### config.mk
export PLATFORM = sky130hd
export DESIGN_NAME = bwtp_mac
export DESIGN_NICKNAME = d
export VERILOG_FILES = /design/src/hw/rtl/bwtp_pkg.sv /design/src/hw/rtl/bwtp_mac.sv
export SDC_FILE = /design/constraint.sdc
export NUM_CORES = 2
export LEC_CHECK = 0
export BUFFER_PORTS_ARGS = -buffer_cell sky130_fd_sc_hd__buf_4
export CORE_MARGIN = 1
export CORE_UTILIZATION = 25
export DETAILED_ROUTE_END_ITERATION = 12
export RECOVER_POWER = 50
export SLEW_MARGIN = 20
export SYNTH_ARGS = -nofsm -noshare
export SYNTH_HDL_FRONTEND = slang
export SYNTH_SLANG_ARGS = --single-unit
### constraint.sdc
create_clock -name clk -period 7.6 [get_ports clk]
set_clock_uncertainty 0.15 [all_clocks]
set_input_delay 0.38 -clock clk [delete_from_list [all_inputs] [get_ports clk]]
set_output_delay 0.38 -clock clk [all_outputs]
set_load 0.02 [all_outputs]
### src/hw/rtl/bwtp_pkg.sv
// Package for the bone world transform block: word types, status codes and
// step encodings shared by the sequencer, the multiply-accumulate unit and the store.
// No dependencies.
`timescale 1ns / 1ps

package bwtp_pkg;

    // One input word: a bone and its local transform, signed Q16.16.
    typedef struct packed {
        logic [7:0]         bone_id;
        logic               has_parent;
        logic [7:0]         parent_id;
        logic [1:0]         inherit_mode;
        logic signed [31:0] local_x;
        logic signed [31:0] local_y;
        logic signed [31:0] local_a;
        logic signed [31:0] local_b;
        logic signed [31:0] local_c;
        logic signed [31:0] local_d;
    } item_word_t;

    // One result word: the bone's world transform and its status.
    typedef struct packed {
        logic [7:0]         out_index;
        logic [1:0]         status;
        logic signed [31:0] world_a;
        logic signed [31:0] world_b;
        logic signed [31:0] world_c;
        logic signed [31:0] world_d;
        logic signed [31:0] world_x;
        logic signed [31:0] world_y;
    } result_word_t;

    // One world transform as kept in the store.
    typedef struct packed {
        logic signed [31:0] a;
        logic signed [31:0] b;
        logic signed [31:0] c;
        logic signed [31:0] d;
        logic signed [31:0] x;
        logic signed [31:0] y;
    } xform_t;

    // Result status codes.
    localparam logic [1:0] ST_OK     = 2'd0;
    localparam logic [1:0] ST_MODE   = 2'd1;
    localparam logic [1:0] ST_PARENT = 2'd2;

    // Inherit modes that the block handles.
    localparam logic [1:0] MODE_NORMAL = 2'd0;
    localparam logic [1:0] MODE_TRANS  = 2'd1;

    // Configuration register indexes.
    localparam logic CFG_SCALE_X = 1'b0;
    localparam logic CFG_SCALE_Y = 1'b1;

    // Output element codes, in the order the sequencer works them.
    localparam logic [2:0] ELEM_A = 3'd0;
    localparam logic [2:0] ELEM_B = 3'd1;
    localparam logic [2:0] ELEM_C = 3'd2;
    localparam logic [2:0] ELEM_D = 3'd3;
    localparam logic [2:0] ELEM_X = 3'd4;
    localparam logic [2:0] ELEM_Y = 3'd5;

    // Control that travels with each operand pair into the multiply-accumulate unit.
    typedef struct packed {
        logic       valid;
        logic       first;
        logic       last;
        logic [2:0] elem;
    } mac_ctl_t;

endpackage

### src/hw/rtl/bwtp_mac.sv
// Shared multiply-accumulate unit: registered 32x32 product, truncating shift and
// accumulate, then saturation into the six result elements. Depends on bwtp_pkg.
`timescale 1ns / 1ps

module bwtp_mac #(
    parameter int FRAC_BITS = 16
) (
    input  logic                clk,
    input  logic                rst_n,
    input  bwtp_pkg::mac_ctl_t  ctl,
    input  logic signed [31:0]  op_p,
    input  logic signed [31:0]  op_q,
    input  logic signed [31:0]  addend,
    output bwtp_pkg::xform_t    result,
    output logic                done
);

    localparam logic signed [63:0] SAT_MAX = 64'sh0000_0000_7FFF_FFFF;
    localparam logic signed [63:0] SAT_MIN = 64'shFFFF_FFFF_8000_0000;

    bwtp_pkg::mac_ctl_t  s1_ctl_reg;
    bwtp_pkg::mac_ctl_t  s2_ctl_reg;
    logic signed [63:0]  mul_reg;
    logic signed [31:0]  add_reg;
    logic signed [63:0]  acc_reg;
    logic signed [63:0]  acc_next;
    logic signed [31:0]  sat_val;
    bwtp_pkg::xform_t    res_reg;
    logic                done_reg;

    // Control pipeline.
    always_ff @(posedge clk or negedge rst_n)
    begin
        if (!rst_n)
        begin
            s1_ctl_reg <= '0;
            s2_ctl_reg <= '0;
            done_reg   <= 1'b0;
        end
        else
        begin
            s1_ctl_reg <= ctl;
            s2_ctl_reg <= s1_ctl_reg;
            done_reg   <= s2_ctl_reg.valid && s2_ctl_reg.last &&
                          (s2_ctl_reg.elem == bwtp_pkg::ELEM_Y);
        end
    end

    // Stage one: exact product.
    always_ff @(posedge clk)
    begin
        if (ctl.valid)
        begin
            mul_reg <= $signed(op_p) * $signed(op_q);
            add_reg <= addend;
        end
    end

    // Stage two: the first term of an element starts from its addend.
    always_comb
    begin
        acc_next = (s1_ctl_reg.first ? 64'(add_reg) : acc_reg) + (mul_reg >>> FRAC_BITS);
    end

    always_ff @(posedge clk)
    begin
        if (s1_ctl_reg.valid)
        begin
            acc_reg <= acc_next;
        end
    end

    // Stage three: clamp the finished sum to 32 bits.
    always_comb
    begin
        if (acc_reg > SAT_MAX)
        begin
            sat_val = SAT_MAX[31:0];
        end
        else if (acc_reg < SAT_MIN)
        begin
            sat_val = SAT_MIN[31:0];
        end
        else
        begin
            sat_val = acc_reg[31:0];
        end
    end

    always_ff @(posedge clk)
    begin
        if (s2_ctl_reg.valid && s2_ctl_reg.last)
        begin
            case (s2_ctl_reg.elem)
                bwtp_pkg::ELEM_A: res_reg.a <= sat_val;
                bwtp_pkg::ELEM_B: res_reg.b <= sat_val;
                bwtp_pkg::ELEM_C: res_reg.c <= sat_val;
                bwtp_pkg::ELEM_D: res_reg.d <= sat_val;
                bwtp_pkg::ELEM_X: res_reg.x <= sat_val;
                bwtp_pkg::ELEM_Y: res_reg.y <= sat_val;
                default:          res_reg   <= res_reg;
            endcase
        end
    end

    assign result = res_reg;
    assign done   = done_reg;

endmodule

; ---- After elaboration in Yosys (flattened, before gate mapping)
; Index checks and enable logic that the tools add are counted.
[op_classes]
multipliers = 1
reduce_logical = 9
n_lt_le_gt_ge = 2
add_sub_neg = 1
n_eq_ne = 5
mux = 3
[op_table]
columns = cell, n
row1 = 64-bit by 48-bit adder with 64-bit output, 1
row2 = "64-bit by 32-bit > comparator with 1-bit output, second input constant", 1
row3 = "64-bit by 32-bit < comparator with 1-bit output, second input constant", 1
row4 = 32-bit by 32-bit multiplier with 64-bit output, 1
row5 = 32-bit two-way mux, 2
row6 = 64-bit two-way mux, 1
row7 = 2-bit AND reduction, 6
row8 = "3-bit by 2-bit == test with 1-bit output, second input constant", 2
row9 = "3-bit == test, second input constant", 2
row10 = "3-bit by 1-bit == test with 1-bit output, second input constant", 1
row11 = 3-bit zero test, 1
row12 = 1-bit logical AND, 2
[totals]
reg_bits = 364
input_bits = 104
out_inout_bits = 193
wordCells = 38

; ---- Logic depth before layout (Yosys ltp)
[logic_depth]
ltp_word = 3
depth_mapped = 29

; ---- Least setup slack after synthesis
; No wires, ideal clock.
[synth_timing]
kind = input-to-reg
from = input op_p[31]
to = register mul_reg[60], data pin
stages = 26
setup_slack_ns = -0.180
arrival_ns = 7.371
path_buffers = 2
setup_ns = 0.258
path_cell_list = clkbuf_1 -> nand2_1 -> inv_1 -> fa_1 -> inv_1 -> fa_1 -> inv_1 -> fa_1 -> fa_1 -> inv_1 -> fa_1 -> inv_1 -> fa_1 -> fa_1 -> fa_1 -> ha_1 -> clkbuf_1 -> a21o_1 -> a21oi_1 -> o21ai_0 -> nand2_1 -> o21ai_0 -> a311oi_1 -> nor2b_1 -> a211oi_1 -> nor2_1
[synth_between]
elab_chain_len = 1
[synth_lines]
columns = element, line_no
row1 = from (decl), bwtp_mac.sv:11  ; input logic signed [31:0] op_p,
row2 = 32-bit by 32-bit multiplier with 64-bit output, bwtp_mac.sv:54  ; mul_reg <= $signed(op_p) * $signed(op_q);
row3 = to (signal assigned), bwtp_mac.sv:54
row4 = to (decl), bwtp_mac.sv:23  ; logic signed [63:0] mul_reg;
; Every way passes these cells.
; A chain may end at the register's enable or synchronous reset.

; ---- Final worst setup path
[layout_timing]
from = input op_q[9]
to = register mul_reg[51], data pin
[layout_between]
elab_chain_len = 1
[layout_lines]
columns = element, line_no
row1 = from (decl), bwtp_mac.sv:12  ; input logic signed [31:0] op_q,
row2 = 32-bit by 32-bit multiplier with 64-bit output, bwtp_mac.sv:54
; Every way passes these cells.

==> run metrics <==
GP Congestion 0.885; CP endpoint kind flip-flop; Synth async-reset ratio 3.45%; Synth cell types 67; startpoint types input port; Worst-Skew Late Latency 0.56 ns; CORE AREA 201000 um^2; DP HPWL 122000 um; initial antenna violation count 11; Post-synth top cells fa_1 (1082), inv_1 (1032), nand2_1 (644), and2_1 (504), edfxtp_1 (336); failing checks max-capacitance violations, max-slew violations; Ys Warns 0; CP max-delay cell fa_1; Initial Utilization 25.3%; CTS Sinks 348; CTS Buffer Depth 3; fill count 21.0k; vias in the first global route 38.5k; max reg flops 192; std cell rows 164; post-synth top area share 42.7%; number of max-cap violations 5; share of post-route cells with drive strength above 1 10.5%; post-synthesis sequential area ratio 20.5%; WL final 140000 um; DRC errors left 0; synth top area cells fa_1 (43%), edfxtp_1 (20%), inv_1 (7.6%); IO buf count 296; Rel. slew slack -112%; Pre-antenna DRT Iters 7; Post-Syn Instances 4902; number of synthesized flops with an enable pin 336; Clock transition at path regs 0.08 ns; CP max stage delay 0.55 ns; Tot GR Track Use 13.8%; number of CTS-inserted buffers 35; first-pass GRT wire length 222000 um; Routed Antenna Nets 0; Post-CTS Setup Inserts 0; Critical Path RT 7.75 ns; Top-Level Pins 297; worst hold path type reg2reg; CTS H-tree lvls 2; Synth area leader fa_1; largest net degree at the start of global routing 60; FMAX 136 MHz; CP arrival 7.51 ns; Via Count 34.9k; Setup WS pre-CTS -0.375 ns; status finished with violations; grt ovf 0; most used cell, CP fa_1; Final Net Count 6843; Slew @ Worst Pin 3.17 ns; Area Growth Syn to Fin 16.8%; Die Area 205000 um^2; crit path max fanout 20; Worst Path Buf+Inv 8; critical path class in2reg; largest delay contributor family on the critical path adder cells; register bit total from synthesis 348; Register Area 10400 um^2; Setup Viol. Count Final 0; Final Hold Vio Count 0; CTS tree done; Clock Root Buffer clkbuf_16; Synth Flop Type edfxtp_1; mapped cell area 50700 um^2; Die Span X 452 um; count of pins over their slew limit 189; worst setup margin 0.242 ns; DIE HEIGHT 452 um; syn avg cell area 10.3 um^2; min Tclk post-route 7.36 ns; Syn Nets 6331; via/cell ratio 4.31; Iter 0 DRT Violations 2115; area of the multi-input gates 35600 um^2; drt wl/cell 17.3 um; period utilization 96.8%; most common cell in the synthesized netlist fa_1; flop-to-flop setup slack 2.46 ns
## final timing paths
path                                         start                 endpoint  depth (start not counted)
max in group asynchronous                    rst_n  s1_ctl_reg[4]$_DFF_PN0_                          2
hold reg to reg            s1_ctl_reg[2]$_DFF_PN0_  s2_ctl_reg[2]$_DFF_PN0_                          0
setup reg to reg           s1_ctl_reg[4]$_DFF_PN0_    acc_reg[61]$_DFFE_PP_                         13
hold / removal             s1_ctl_reg[2]$_DFF_PN0_  s2_ctl_reg[2]$_DFF_PN0_                          0
min in group asynchronous                    rst_n  s2_ctl_reg[3]$_DFF_PN0_                          2
setup / recovery                           op_q[9]    mul_reg[51]$_DFFE_PP_                         28
## worst reg2reg max path, cell delays in order, from the launching register on
cell	delay (ns)
dfrtp_2	0.61
buf_4	0.58
mux2_2	0.46
ha_1	0.35
o211ai_1	0.10
o21ai_1	0.30
o211ai_1	0.22
a31oi_1	0.43
o31ai_1	0.19
a211oi_1	0.56
nor3_1	0.18
o41ai_1	0.48
a21oi_1	0.15
xnor2_1	0.14
## per-layer routing
layer	part of all wire, %	global-route usage (%)
met5	0.039	0
met4	2.7	3.63
met3	5.2	1.48
met2	47	23.7
met1	45	18.5
## cell usage in the layout (no fill, tap or decap), drive strengths merged, types with 30 or more instances in the layout
cell type / n
dlygate4sd3: 38
nor3: 30
fa: 1082
a21oi: 141
nand4: 33
inv: 1033
edfxtp: 336
xnor2: 73
nor2: 83
clkbuf: 273
buf: 437
xor2: 43
ha: 243
o21ai: 103
a21o: 64
mux2: 31
and2: 504
nand2: 644
## cell families (layout without fill, tap and decap cells)
kind of cell / Yosys count / count (layout) / synth area share [%]
fa+ha+maj: 1325 / 1325 / 48.7
compound gates: 423 / 423 / 5.19
buf+inv: 1269 / 1804 / 9.41
flops: 348 / 348 / 20.5
simple gates: 1389 / 1389 / 13.5
mux: 32 / 32 / 0.708
xor+xnor: 116 / 116 / 2.00
other cells: 0 / 3 / 0
## per-stage QoR
step           instance area (um^2)  setup TNS, ns  std cells  util, %  hold slack (ns)
2_1_floorplan                 50700              0       4902        -          -0.0656
3_3_place_gp                  58500          -2.35       7995     29.1            0.106
3_5_place_dp                  58500          -3.76       7995     29.1            0.106
4_1_cts                       60000              0       8093     29.9           0.0329
5_1_grt                       59200       -0.00177       8096     29.5            0.208
6_report                      59200              0       8096     29.5            0.193
## layout make-up
type                       count  share of cell area, %
multi-input combinational   3285                   60.1
sequential                   348                   17.6
timing repair buffer         711                   8.26
inverter                    1033                   6.56
tap                         2656                   5.61
clock buffer                  37                   1.51
clock inverter                23                  0.397
antenna                        3                 0.0127
## what timing repair did
| action | CTS | global route |
|---|---|---|
| hold buffers | 38 | 0 |
| endpoints found under the setup margin | 0 | 4 |
| gates resized for setup | 0 | 5 |
| hold endpoints to repair | 49 | 0 |
Power is left out: the tool's default activity adds up to more than one toggle a clock period on the data nets, which glitch-free logic cannot reach.
